### src/zctf_pkg.sv
// Package for the zero-crossing triac fire controller.
// Holds widths, reset values, event codes, controller states and the
// command and status structs shared by the controller and the datapath.
package zctf_pkg;

    localparam int TIME_WIDTH     = 64;
    localparam int COUNT_WIDTH    = 32;
    localparam int EDGE_OUT_WIDTH = 32;
    localparam int LEN_WIDTH      = 27;
    localparam int MS_WIDTH       = 16;
    localparam int DEB_WIDTH      = 16;
    localparam int DUTY_WIDTH     = 8;
    localparam int HALF_WIDTH     = 16;
    localparam int WARM_CNT_WIDTH = 4;
    localparam int CFG_IDX_WIDTH  = 2;
    localparam int CFG_DATA_WIDTH = 16;

    localparam int PROD_WIDTH = DUTY_WIDTH + LEN_WIDTH;
    localparam int WARM_WIDTH = WARM_CNT_WIDTH + HALF_WIDTH;
    localparam int MSK_WIDTH  = 26;
    localparam int MUL_WIDTH  = LEN_WIDTH + HALF_WIDTH;
    localparam int DIV_STEPS  = LEN_WIDTH;
    localparam int DIV_CNT_WIDTH = $clog2(DIV_STEPS);

    localparam logic [MSK_WIDTH-1:0] MS_TO_US = MSK_WIDTH'(1000);
    localparam logic [LEN_WIDTH-1:0] LEN_MAX  = '1;

    localparam logic [DEB_WIDTH-1:0]      DEBOUNCE_RESET = DEB_WIDTH'(5000);
    localparam logic [DUTY_WIDTH-1:0]     DUTY_RESET     = DUTY_WIDTH'(30);
    localparam logic [HALF_WIDTH-1:0]     HALF_RESET     = HALF_WIDTH'(20000);
    localparam logic [WARM_CNT_WIDTH-1:0] WARMUP_RESET   = WARM_CNT_WIDTH'(6);

    localparam logic [CFG_IDX_WIDTH-1:0] CFG_DEBOUNCE = 2'd0;
    localparam logic [CFG_IDX_WIDTH-1:0] CFG_DUTY     = 2'd1;
    localparam logic [CFG_IDX_WIDTH-1:0] CFG_HALF     = 2'd2;
    localparam logic [CFG_IDX_WIDTH-1:0] CFG_WARMUP   = 2'd3;

    typedef enum logic [2:0] {
        CMD_TICK    = 3'd0,
        CMD_POS     = 3'd1,
        CMD_NEG     = 3'd2,
        CMD_ARM     = 3'd3,
        CMD_DISARM  = 3'd4,
        CMD_WARMUP  = 3'd5,
        CMD_FIRE    = 3'd6,
        CMD_FIRE_NW = 3'd7
    } cmd_t;

    typedef enum logic [2:0] {
        ST_IDLE,
        ST_CALC,
        ST_EVAL,
        ST_DIV,
        ST_MUL,
        ST_OUT
    } state_t;

    typedef struct packed {
        logic load;
        logic calc;
        logic eval;
        logic div_step;
        logic mul;
        logic out_load;
        cmd_t op;
    } ctrl_cmd_t;

    typedef struct packed {
        logic req_ok;
        logic half_zero;
        logic div_last;
    } dp_status_t;

endpackage

### src/zctf_ctrl.sv
// Controller of the zero-crossing triac fire controller.
// Sequences each item through its phases and owns the result handshake.
// Depends on zctf_pkg.
module zctf_ctrl (
    input  logic                 aclk,
    input  logic                 aresetn,
    input  logic                 s_valid,
    output logic                 s_ready,
    input  logic [2:0]           s_cmd,
    output logic                 m_valid,
    input  logic                 m_ready,
    output zctf_pkg::ctrl_cmd_t  dp_cmd,
    input  zctf_pkg::dp_status_t dp_status
);
    import zctf_pkg::*;

    state_t state_reg, state_next;
    cmd_t   op_reg;
    logic   m_valid_reg;

    always_ff @(posedge aclk) begin
        if (!aresetn) begin
            state_reg   <= ST_IDLE;
            op_reg      <= CMD_TICK;
            m_valid_reg <= 1'b0;
        end else begin
            state_reg <= state_next;
            if (dp_cmd.load) begin
                op_reg <= cmd_t'(s_cmd);
            end
            if (dp_cmd.out_load) begin
                m_valid_reg <= 1'b1;
            end else if (m_ready) begin
                m_valid_reg <= 1'b0;
            end
        end
    end

    always_comb begin
        state_next = state_reg;
        dp_cmd     = '0;
        dp_cmd.op  = op_reg;
        unique case (state_reg)
            ST_IDLE: begin
                if (s_valid) begin
                    dp_cmd.load = 1'b1;
                    state_next  = ST_CALC;
                end
            end
            ST_CALC: begin
                dp_cmd.calc = 1'b1;
                state_next  = ST_EVAL;
            end
            ST_EVAL: begin
                dp_cmd.eval = 1'b1;
                if (op_reg == CMD_FIRE && dp_status.req_ok && !dp_status.half_zero) begin
                    state_next = ST_DIV;
                end else begin
                    state_next = ST_OUT;
                end
            end
            ST_DIV: begin
                dp_cmd.div_step = 1'b1;
                if (dp_status.div_last) begin
                    state_next = ST_MUL;
                end
            end
            ST_MUL: begin
                dp_cmd.mul = 1'b1;
                state_next = ST_OUT;
            end
            ST_OUT: begin
                if (!m_valid_reg || m_ready) begin
                    dp_cmd.out_load = 1'b1;
                    state_next      = ST_IDLE;
                end
            end
            default: begin
                state_next = ST_IDLE;
            end
        endcase
    end

    assign s_ready = (state_reg == ST_IDLE);
    assign m_valid = m_valid_reg;

`ifndef SYNTHESIS
    a_one_item: assert property (@(posedge aclk) disable iff (!aresetn)
        (s_valid && s_ready) |=> !s_ready)
        else $error("a second item was taken while one is in work");
    a_div_only_fire: assert property (@(posedge aclk) disable iff (!aresetn)
        (state_reg == ST_DIV) |-> (op_reg == CMD_FIRE))
        else $error("division entered for an item that is not a rounded fire");
    a_no_overwrite: assert property (@(posedge aclk) disable iff (!aresetn)
        dp_cmd.out_load |-> (!m_valid_reg || m_ready))
        else $error("result register overwritten before it was taken");
    a_result_follows: assert property (@(posedge aclk) disable iff (!aresetn)
        dp_cmd.out_load |=> m_valid)
        else $error("loaded result not presented");
`endif

endmodule

### src/zctf_datapath.sv
// Datapath of the zero-crossing triac fire controller.
// Holds configuration, time and fire state, the restoring divider and the
// result registers. Depends on zctf_pkg.
module zctf_datapath (
    input  logic                                  aclk,
    input  logic                                  aresetn,
    input  logic                                  cfg_valid,
    input  logic [zctf_pkg::CFG_IDX_WIDTH-1:0]    cfg_index,
    input  logic [zctf_pkg::CFG_DATA_WIDTH-1:0]   cfg_data,
    input  logic [zctf_pkg::MS_WIDTH-1:0]         s_fire_ms,
    input  zctf_pkg::ctrl_cmd_t                   dp_cmd,
    output zctf_pkg::dp_status_t                  dp_status,
    output logic                                  m_accepted,
    output logic                                  m_fire_drive,
    output logic                                  m_arm_drive,
    output logic                                  m_fire_pending,
    output logic [zctf_pkg::EDGE_OUT_WIDTH-1:0]   m_pos_edges,
    output logic [zctf_pkg::EDGE_OUT_WIDTH-1:0]   m_neg_edges,
    output logic [zctf_pkg::LEN_WIDTH-1:0]        m_last_fire_us
);
    import zctf_pkg::*;

    logic [DEB_WIDTH-1:0]      debounce_reg;
    logic [DUTY_WIDTH-1:0]     duty_reg;
    logic [HALF_WIDTH-1:0]     half_reg;
    logic [WARM_CNT_WIDTH-1:0] warmup_reg;

    logic [TIME_WIDTH-1:0]  now_reg;
    logic [TIME_WIDTH-1:0]  last_pos_reg;
    logic [TIME_WIDTH-1:0]  last_neg_reg;
    logic [TIME_WIDTH-1:0]  fire_start_reg;
    logic [TIME_WIDTH-1:0]  fire_end_reg;
    logic [COUNT_WIDTH-1:0] pos_cnt_reg;
    logic [COUNT_WIDTH-1:0] neg_cnt_reg;
    logic [LEN_WIDTH-1:0]   fire_len_reg;
    logic [LEN_WIDTH-1:0]   actual_len_reg;
    logic                   pending_reg;
    logic                   firing_reg;
    logic                   armed_reg;

    logic [MS_WIDTH-1:0]      ms_reg;
    logic [TIME_WIDTH-1:0]    diff_reg;
    logic [PROD_WIDTH-1:0]    prod_reg;
    logic [WARM_WIDTH-1:0]    warm_reg;
    logic [MSK_WIDTH-1:0]     msk_reg;
    logic [LEN_WIDTH-1:0]     quot_reg;
    logic [HALF_WIDTH-1:0]    rem_reg;
    logic [DIV_CNT_WIDTH-1:0] div_cnt_reg;
    logic                     acc_reg;

    logic [TIME_WIDTH-1:0] elapsed;
    logic [LEN_WIDTH-1:0]  elapsed_sat;
    logic                  stop_fire;
    logic                  edge_ok;
    logic                  cooled;
    logic                  req_ok;
    logic [LEN_WIDTH-1:0]  len_sum;
    logic [HALF_WIDTH:0]   trial;
    logic                  trial_ge;
    logic [MUL_WIDTH-1:0]  mul_full;
    logic                  div_start;

    assign elapsed     = now_reg - fire_start_reg;
    assign elapsed_sat = (elapsed > TIME_WIDTH'(LEN_MAX)) ? LEN_MAX
                                                          : elapsed[LEN_WIDTH-1:0];
    assign stop_fire   = firing_reg && (elapsed >= TIME_WIDTH'(fire_len_reg));
    assign edge_ok     = diff_reg > TIME_WIDTH'(debounce_reg);
    assign cooled      = (actual_len_reg == '0) || (diff_reg >= TIME_WIDTH'(prod_reg));
    assign req_ok      = cooled && armed_reg;
    assign len_sum     = LEN_WIDTH'(msk_reg) + LEN_WIDTH'(warm_reg);
    assign trial       = {rem_reg, quot_reg[LEN_WIDTH-1]};
    assign trial_ge    = trial >= (HALF_WIDTH + 1)'(half_reg);
    assign mul_full    = MUL_WIDTH'(quot_reg) * MUL_WIDTH'(half_reg);
    assign div_start   = dp_cmd.eval && dp_cmd.op == CMD_FIRE && req_ok && half_reg != '0;

    assign dp_status.req_ok    = req_ok;
    assign dp_status.half_zero = (half_reg == '0);
    assign dp_status.div_last  = (div_cnt_reg == DIV_CNT_WIDTH'(DIV_STEPS - 1));

    always_ff @(posedge aclk) begin
        if (!aresetn) begin
            debounce_reg   <= DEBOUNCE_RESET;
            duty_reg       <= DUTY_RESET;
            half_reg       <= HALF_RESET;
            warmup_reg     <= WARMUP_RESET;
            now_reg        <= '0;
            last_pos_reg   <= '0;
            last_neg_reg   <= '0;
            fire_start_reg <= '0;
            fire_end_reg   <= '0;
            pos_cnt_reg    <= '0;
            neg_cnt_reg    <= '0;
            fire_len_reg   <= '0;
            actual_len_reg <= '0;
            pending_reg    <= 1'b0;
            firing_reg     <= 1'b0;
            armed_reg      <= 1'b0;
        end else begin
            if (cfg_valid) begin
                unique case (cfg_index)
                    CFG_DEBOUNCE: debounce_reg <= cfg_data[DEB_WIDTH-1:0];
                    CFG_DUTY:     duty_reg     <= cfg_data[DUTY_WIDTH-1:0];
                    CFG_HALF:     half_reg     <= cfg_data[HALF_WIDTH-1:0];
                    CFG_WARMUP:   warmup_reg   <= cfg_data[WARM_CNT_WIDTH-1:0];
                    default: ;
                endcase
            end
            if (dp_cmd.calc && dp_cmd.op == CMD_TICK) begin
                now_reg <= now_reg + TIME_WIDTH'(1);
            end
            if (dp_cmd.eval) begin
                case (dp_cmd.op)
                    CMD_TICK: begin
                        if (stop_fire) begin
                            firing_reg     <= 1'b0;
                            actual_len_reg <= elapsed_sat;
                        end
                    end
                    CMD_POS: begin
                        if (edge_ok) begin
                            pos_cnt_reg  <= pos_cnt_reg + COUNT_WIDTH'(1);
                            last_pos_reg <= now_reg;
                            if (pending_reg) begin
                                fire_start_reg <= now_reg;
                                fire_end_reg   <= now_reg + TIME_WIDTH'(fire_len_reg);
                                pending_reg    <= 1'b0;
                                actual_len_reg <= '0;
                                firing_reg     <= 1'b1;
                            end
                        end
                    end
                    CMD_NEG: begin
                        if (edge_ok) begin
                            neg_cnt_reg  <= neg_cnt_reg + COUNT_WIDTH'(1);
                            last_neg_reg <= now_reg;
                        end
                    end
                    CMD_ARM:    armed_reg <= 1'b1;
                    CMD_DISARM: armed_reg <= 1'b0;
                    CMD_WARMUP: begin
                        if (req_ok) begin
                            pending_reg  <= 1'b1;
                            fire_len_reg <= LEN_WIDTH'(warm_reg);
                        end
                    end
                    CMD_FIRE: begin
                        if (req_ok) begin
                            pending_reg <= 1'b1;
                            if (half_reg == '0) begin
                                fire_len_reg <= len_sum;
                            end
                        end
                    end
                    default: begin
                        if (req_ok) begin
                            pending_reg  <= 1'b1;
                            fire_len_reg <= LEN_WIDTH'(msk_reg);
                        end
                    end
                endcase
            end
            if (dp_cmd.mul) begin
                fire_len_reg <= mul_full[LEN_WIDTH-1:0];
            end
        end
    end

    always_ff @(posedge aclk) begin
        if (dp_cmd.load) begin
            ms_reg  <= s_fire_ms;
            acc_reg <= 1'b0;
        end
        if (dp_cmd.calc) begin
            case (dp_cmd.op)
                CMD_POS: diff_reg <= now_reg - last_pos_reg;
                CMD_NEG: diff_reg <= now_reg - last_neg_reg;
                default: diff_reg <= now_reg - fire_end_reg;
            endcase
            prod_reg <= PROD_WIDTH'(duty_reg) * PROD_WIDTH'(actual_len_reg);
            warm_reg <= WARM_WIDTH'(warmup_reg) * WARM_WIDTH'(half_reg);
            msk_reg  <= MSK_WIDTH'(ms_reg) * MS_TO_US;
        end
        if (dp_cmd.eval) begin
            case (dp_cmd.op) inside
                CMD_ARM, CMD_DISARM: acc_reg <= 1'b1;
                CMD_WARMUP, CMD_FIRE, CMD_FIRE_NW: acc_reg <= req_ok;
                default: acc_reg <= 1'b0;
            endcase
        end
        if (div_start) begin
            quot_reg    <= len_sum;
            rem_reg     <= '0;
            div_cnt_reg <= '0;
        end else if (dp_cmd.div_step) begin
            rem_reg     <= trial_ge ? HALF_WIDTH'(trial - (HALF_WIDTH + 1)'(half_reg))
                                    : trial[HALF_WIDTH-1:0];
            quot_reg    <= {quot_reg[LEN_WIDTH-2:0], trial_ge};
            div_cnt_reg <= div_cnt_reg + DIV_CNT_WIDTH'(1);
        end
        if (dp_cmd.out_load) begin
            m_accepted     <= acc_reg;
            m_fire_drive   <= firing_reg;
            m_arm_drive    <= armed_reg;
            m_fire_pending <= pending_reg;
            m_pos_edges    <= EDGE_OUT_WIDTH'(pos_cnt_reg);
            m_neg_edges    <= EDGE_OUT_WIDTH'(neg_cnt_reg);
            m_last_fire_us <= actual_len_reg;
        end
    end

endmodule

### src/zero_cross_triac_fire_controller.sv
// Zero-crossing triac fire controller: one result item per event item.
// Each accepted item runs the calc, eval and out steps; out registers the
// result once the output register is free; an accepted rounded timed fire also
// runs the one-bit-per-cycle restoring divider and a multiply step. The next
// item is taken after the result is loaded. Reset (aresetn low, synchronous)
// clears all time, count and fire state and loads the default configuration.
module zero_cross_triac_fire_controller (
    input  logic                                  aclk,
    input  logic                                  aresetn,
    input  logic                                  cfg_valid,
    output logic                                  cfg_ready,
    input  logic [zctf_pkg::CFG_IDX_WIDTH-1:0]    cfg_index,
    input  logic [zctf_pkg::CFG_DATA_WIDTH-1:0]   cfg_data,
    input  logic                                  s_valid,
    output logic                                  s_ready,
    input  logic [2:0]                            s_cmd,
    input  logic [zctf_pkg::MS_WIDTH-1:0]         s_fire_ms,
    output logic                                  m_valid,
    input  logic                                  m_ready,
    output logic                                  m_accepted,
    output logic                                  m_fire_drive,
    output logic                                  m_arm_drive,
    output logic                                  m_fire_pending,
    output logic [zctf_pkg::EDGE_OUT_WIDTH-1:0]   m_pos_edges,
    output logic [zctf_pkg::EDGE_OUT_WIDTH-1:0]   m_neg_edges,
    output logic [zctf_pkg::LEN_WIDTH-1:0]        m_last_fire_us
);
    import zctf_pkg::*;

    ctrl_cmd_t  dp_cmd;
    dp_status_t dp_status;

    assign cfg_ready = 1'b1;

    zctf_ctrl u_ctrl (
        .aclk      (aclk),
        .aresetn   (aresetn),
        .s_valid   (s_valid),
        .s_ready   (s_ready),
        .s_cmd     (s_cmd),
        .m_valid   (m_valid),
        .m_ready   (m_ready),
        .dp_cmd    (dp_cmd),
        .dp_status (dp_status)
    );

    zctf_datapath u_datapath (
        .aclk           (aclk),
        .aresetn        (aresetn),
        .cfg_valid      (cfg_valid),
        .cfg_index      (cfg_index),
        .cfg_data       (cfg_data),
        .s_fire_ms      (s_fire_ms),
        .dp_cmd         (dp_cmd),
        .dp_status      (dp_status),
        .m_accepted     (m_accepted),
        .m_fire_drive   (m_fire_drive),
        .m_arm_drive    (m_arm_drive),
        .m_fire_pending (m_fire_pending),
        .m_pos_edges    (m_pos_edges),
        .m_neg_edges    (m_neg_edges),
        .m_last_fire_us (m_last_fire_us)
    );

endmodule

### config.mk
export PLATFORM = sky130hd
export DESIGN_NAME = zero_cross_triac_fire_controller
export DESIGN_NICKNAME = d
export VERILOG_FILES = /design/src/zctf_pkg.sv /design/src/zctf_ctrl.sv /design/src/zctf_datapath.sv /design/src/zero_cross_triac_fire_controller.sv
export SDC_FILE = /design/constraint.sdc
export NUM_CORES = 2
export LEC_CHECK = 0
export ABC_AREA = 1
export BUFFER_PORTS_ARGS = -buffer_cell sky130_fd_sc_hd__buf_2
export CAP_MARGIN = 10
export CORE_MARGIN = 5
export CORE_UTILIZATION = 67
export CTS_BUF_LIST = sky130_fd_sc_hd__clkbuf_4 sky130_fd_sc_hd__clkbuf_8
export DETAILED_ROUTE_END_ITERATION = 16
export HOLD_SLACK_MARGIN = 0.06
export PLACE_DENSITY = 0.85
export SYNTH_ARGS = -nofsm -noshare
export SYNTH_HDL_FRONTEND = slang
export SYNTH_HIERARCHICAL = 1
export SYNTH_SLANG_ARGS = --single-unit
### constraint.sdc
create_clock -name aclk -period 8.5 [get_ports aclk]
set_input_delay 0.425 -clock aclk [delete_from_list [all_inputs] [get_ports aclk]]
set_output_delay 0.425 -clock aclk [all_outputs]
set_load 0.05 [all_outputs]
==> flow_summary_export.csv <==
group,metric,value,unit
placed_design,dp_cells,10300,
sta,tightest_slew,1260,ps
power_and_ir_drop,p_per_area,221,nW/um2
synth,ys_types,62,
clocking,root_buffer,"clkbuf_8",
setup_path,cp_max_fo,25,
final_layout,syn_to_final_growth,7.85,%
setup_path,cp_data_required_time,9260,ps
synth,ys_warn_count,6,
floorplan,coreArea,99900,um2
drt,drt_iter0_markers,6840,
sta,fin_crit_sh,79.4,%
floorplan,die-area,107000,um2
sta,layout_min_cycle_time,6750,ps
global_routing,grt-ovfl-total,0,
final_layout,multi_input_area,40800,um2
sta,hold_violations,0,
setup_path,cp.arrival,7510,ps
clocking,ctsResizeCount,0,
clocking,cts.clk_slew.worst_paths,60,ps
min_path,hold_depth,2,
final_layout,design_area,72600,um2
sta,hold_slack,281,ps
setup_path,cp_top_family,"adder cells",
clocking,clk_latency,870,ps
clocking,clock_path_buffers,3,
setup_path,cp.depth,22,
placed_design,io_buffers,138,
synth,ys_dominant_reg_cell,"dfxtp_1",
sta,tns,0,ps
clocking,cts_buffers,143,
clocking,cts_sinks,794,
setup_path,cp_num_buf_inv,3,
placed_design,gp_congestion,1.02,
synth,synth_edf_count,281,
floorplan,pin_count,140,
setup_path,start_kind,"register",
synth,ys_seq_elements,794,
floorplan,die_h,327,um
clocking,htree_levels,4,
synth,syn_area,67300,um2
final_layout,drive_gt1_share,5.88,%
setup_path,slowest_delay,1080,ps
synth,synthArstFlopShare,0,%
clocking,cts_tree,"yes",
setup_path,critPathKind,"register to register",
sta,finClkSkew,52.0,ps
setup_path,cp-end-kind,"register",
sta,rsz0062_at_grt,"no",
setup_path,r2r-start,"u_datapath/half_reg[8]",
min_path,hp-class,"input pin to register",
synth,postSynthNetCount,10100,
synth,synth_area_per_cell,7.36,um2
sta,finalSetupViolations,0,
setup_path,cp-startpoint,"u_datapath/half_reg[8]",
floorplan,num_rows,116,
placed_design,hpwl,165,mm
final_layout,finalNonFillerCells,10600,
synth,ys_seq_area_share,27.8,%
drt,num_vias,63500,
global_routing,grt_max_degree,148,
setup_path,crit_path_frequent_cell,"fa_1",
final_layout,regArea,18700,um2
synth,synthesis.instances,9138,
global_routing,track_usage,40.5,%
floorplan,start_util,67.4,%
setup_path,crit_chain,"nand2_1, fa_1, inv_1, fa_1, fa_1, fa_1, fa_1, inv_1, fa_1, inv_1, ha_1, nand2_1, nor4_1, nand4_1, nand3_1, nand3_1, nand2_1, a31oi_1, xor2_1, a21oi_1, nand2_1, a21oi_1",
global_routing,antenna_found_initial,5,
sta,slew_viol_final,0,
global_routing,grt_pass1_vias,63200,
power_and_ir_drop,vdd_drop_max,0.000222,V
drt,via_per_inst,5.99,
placed_design,place_ws,1830,ps
power_and_ir_drop,power.leakage,35.4,nW
floorplan,die-width,327,um
drt,dr.pass1.iters,8,
sta,maxSlewHeadroom,15.8,%
power_and_ir_drop,p_total,16.0,mW
drt,wirelength,220,mm
sta,max_freq,148,MHz
min_path,min_from,"aresetn",
drt,remaining_drc_errors,0,
sta,finalWorstSetupSlack,1750,ps
drt,wire_per_inst,20.7,um
drt,ant_nets,0,
setup_path,cpMaxStageDelayCell,"dfxtp_1",
global_routing,grt_pass1_wl,344,mm
placed_design,place_area,68900,um2
setup_path,reg2reg_depth,22,
final_layout,mostFrequentLayoutCell,"nand2_1",
final_layout,fin_util,72.7,%
final_layout,layout.nets,10200,
status,outcome,"complete, no violations",
run,cap_violations,0,
final_layout,fillCellCount,7908,
final_layout,mostFrequentLayoutCells,"2200 x nand2_1, 1702 x inv_1, 888 x a21oi_1",
## layer usage
| metal | part of all wire, % | vias up | global-route usage (%) |
|---|---|---|---|
| li1 | - | 29100 | - |
| met1 | 37 | 29600 | 49.0 |
| met2 | 46 | 3786 | 65.9 |
| met3 | 9.4 | 1038 | 7.48 |
| met4 | 8.4 | 2 | 27.9 |
| met5 | 0.0032 | - | 0 |
## Yosys cell counts, drive strengths merged, types with 7 or more instances
cell        n  area (um2)
a31oi      40         250
nor4       80         500
nand3b     19         143
inv      1717        6440
fa        471        9430
nor3b       9        67.6
nand2    2221        8390
xnor2     103         902
nor2      542        2130
o21bai     14         105
o21a       24         180
nand3     252        1290
nor3      126         679
a211oi     12        90.1
a21oi     889        4450
o21ai     584        2930
xor2      218        1910
or2         9        56.3
clkbuf    292        1100
o221ai     12         105
o2111ai     7        61.3
ha        462        5780
a21o       18         135
buf        47         255
edfxtp    281        8440
a21boi      8        60.1
dfxtp     513       10300
a221oi      8        70.1
nand4      78         488
o211ai     53         398
## path summary, 6_finish.rpt
path	slack, ps	endpoint
worst min-delay path	280	u_datapath/half_reg[11]
worst min register to register	440	u_datapath/m_accepted
worst max register to register	1750	u_datapath/fire_len_reg[25]
worst max-delay path	1750	u_datapath/fire_len_reg[25]
## power breakdown
group	switching [mW]	total, mW	leakage, nW	internal (mW)
logic	4.71	7.23	27.0	2.53
clock network	1.82	4.17	1.70	2.35
registers	0.256	4.61	6.72	4.35
## cell families (layout without fill, tap and decap cells)
kind of cell	count (synthesis)	after routing	share of synthesized area (%)
AOI/OAI and AO/OA	1681	1681	13.3
xor gates and xnor gates	321	321	4.18
adders and majority gates	933	933	22.6
buffers and inverters	2062	2236	11.6
DFF	794	794	27.8
other	1	4	0.00557
and+or+nand+nor	3346	3346	20.5
## area by class of cell
class | instances | area share, %
antenna | 3 | 0.0103
clock buffer | 196 | 3.41
clock inverter | 63 | 1.07
inverter | 1723 | 8.92
multi-input combinational | 6282 | 56.3
sequential | 794 | 25.8
tap | 1298 | 2.24
timing repair buffer | 254 | 2.32
## worst reg2reg max path, stage by stage, from the launching register on
cell	delay, ps
dfxtp_1	1080
nand2_1	220
fa_1	610
inv_1	70
fa_1	520
fa_1	450
fa_1	520
fa_1	560
inv_1	60
fa_1	540
inv_1	50
ha_1	390
nand2_1	130
nor4_1	380
nand4_1	120
nand3_1	160
nand3_1	80
nand2_1	100
a31oi_1	90
xor2_1	160
a21oi_1	190
nand2_1	70
a21oi_1	120
## timing repair
| item | in CTS | in global routing |
|---|---|---|
| hold buffers | 46 | 0 |
| setup buffers | 0 | 0 |
| hold endpoints to repair | 65 | 0 |
No activity file was read; power rests on OpenSTA's default activity.
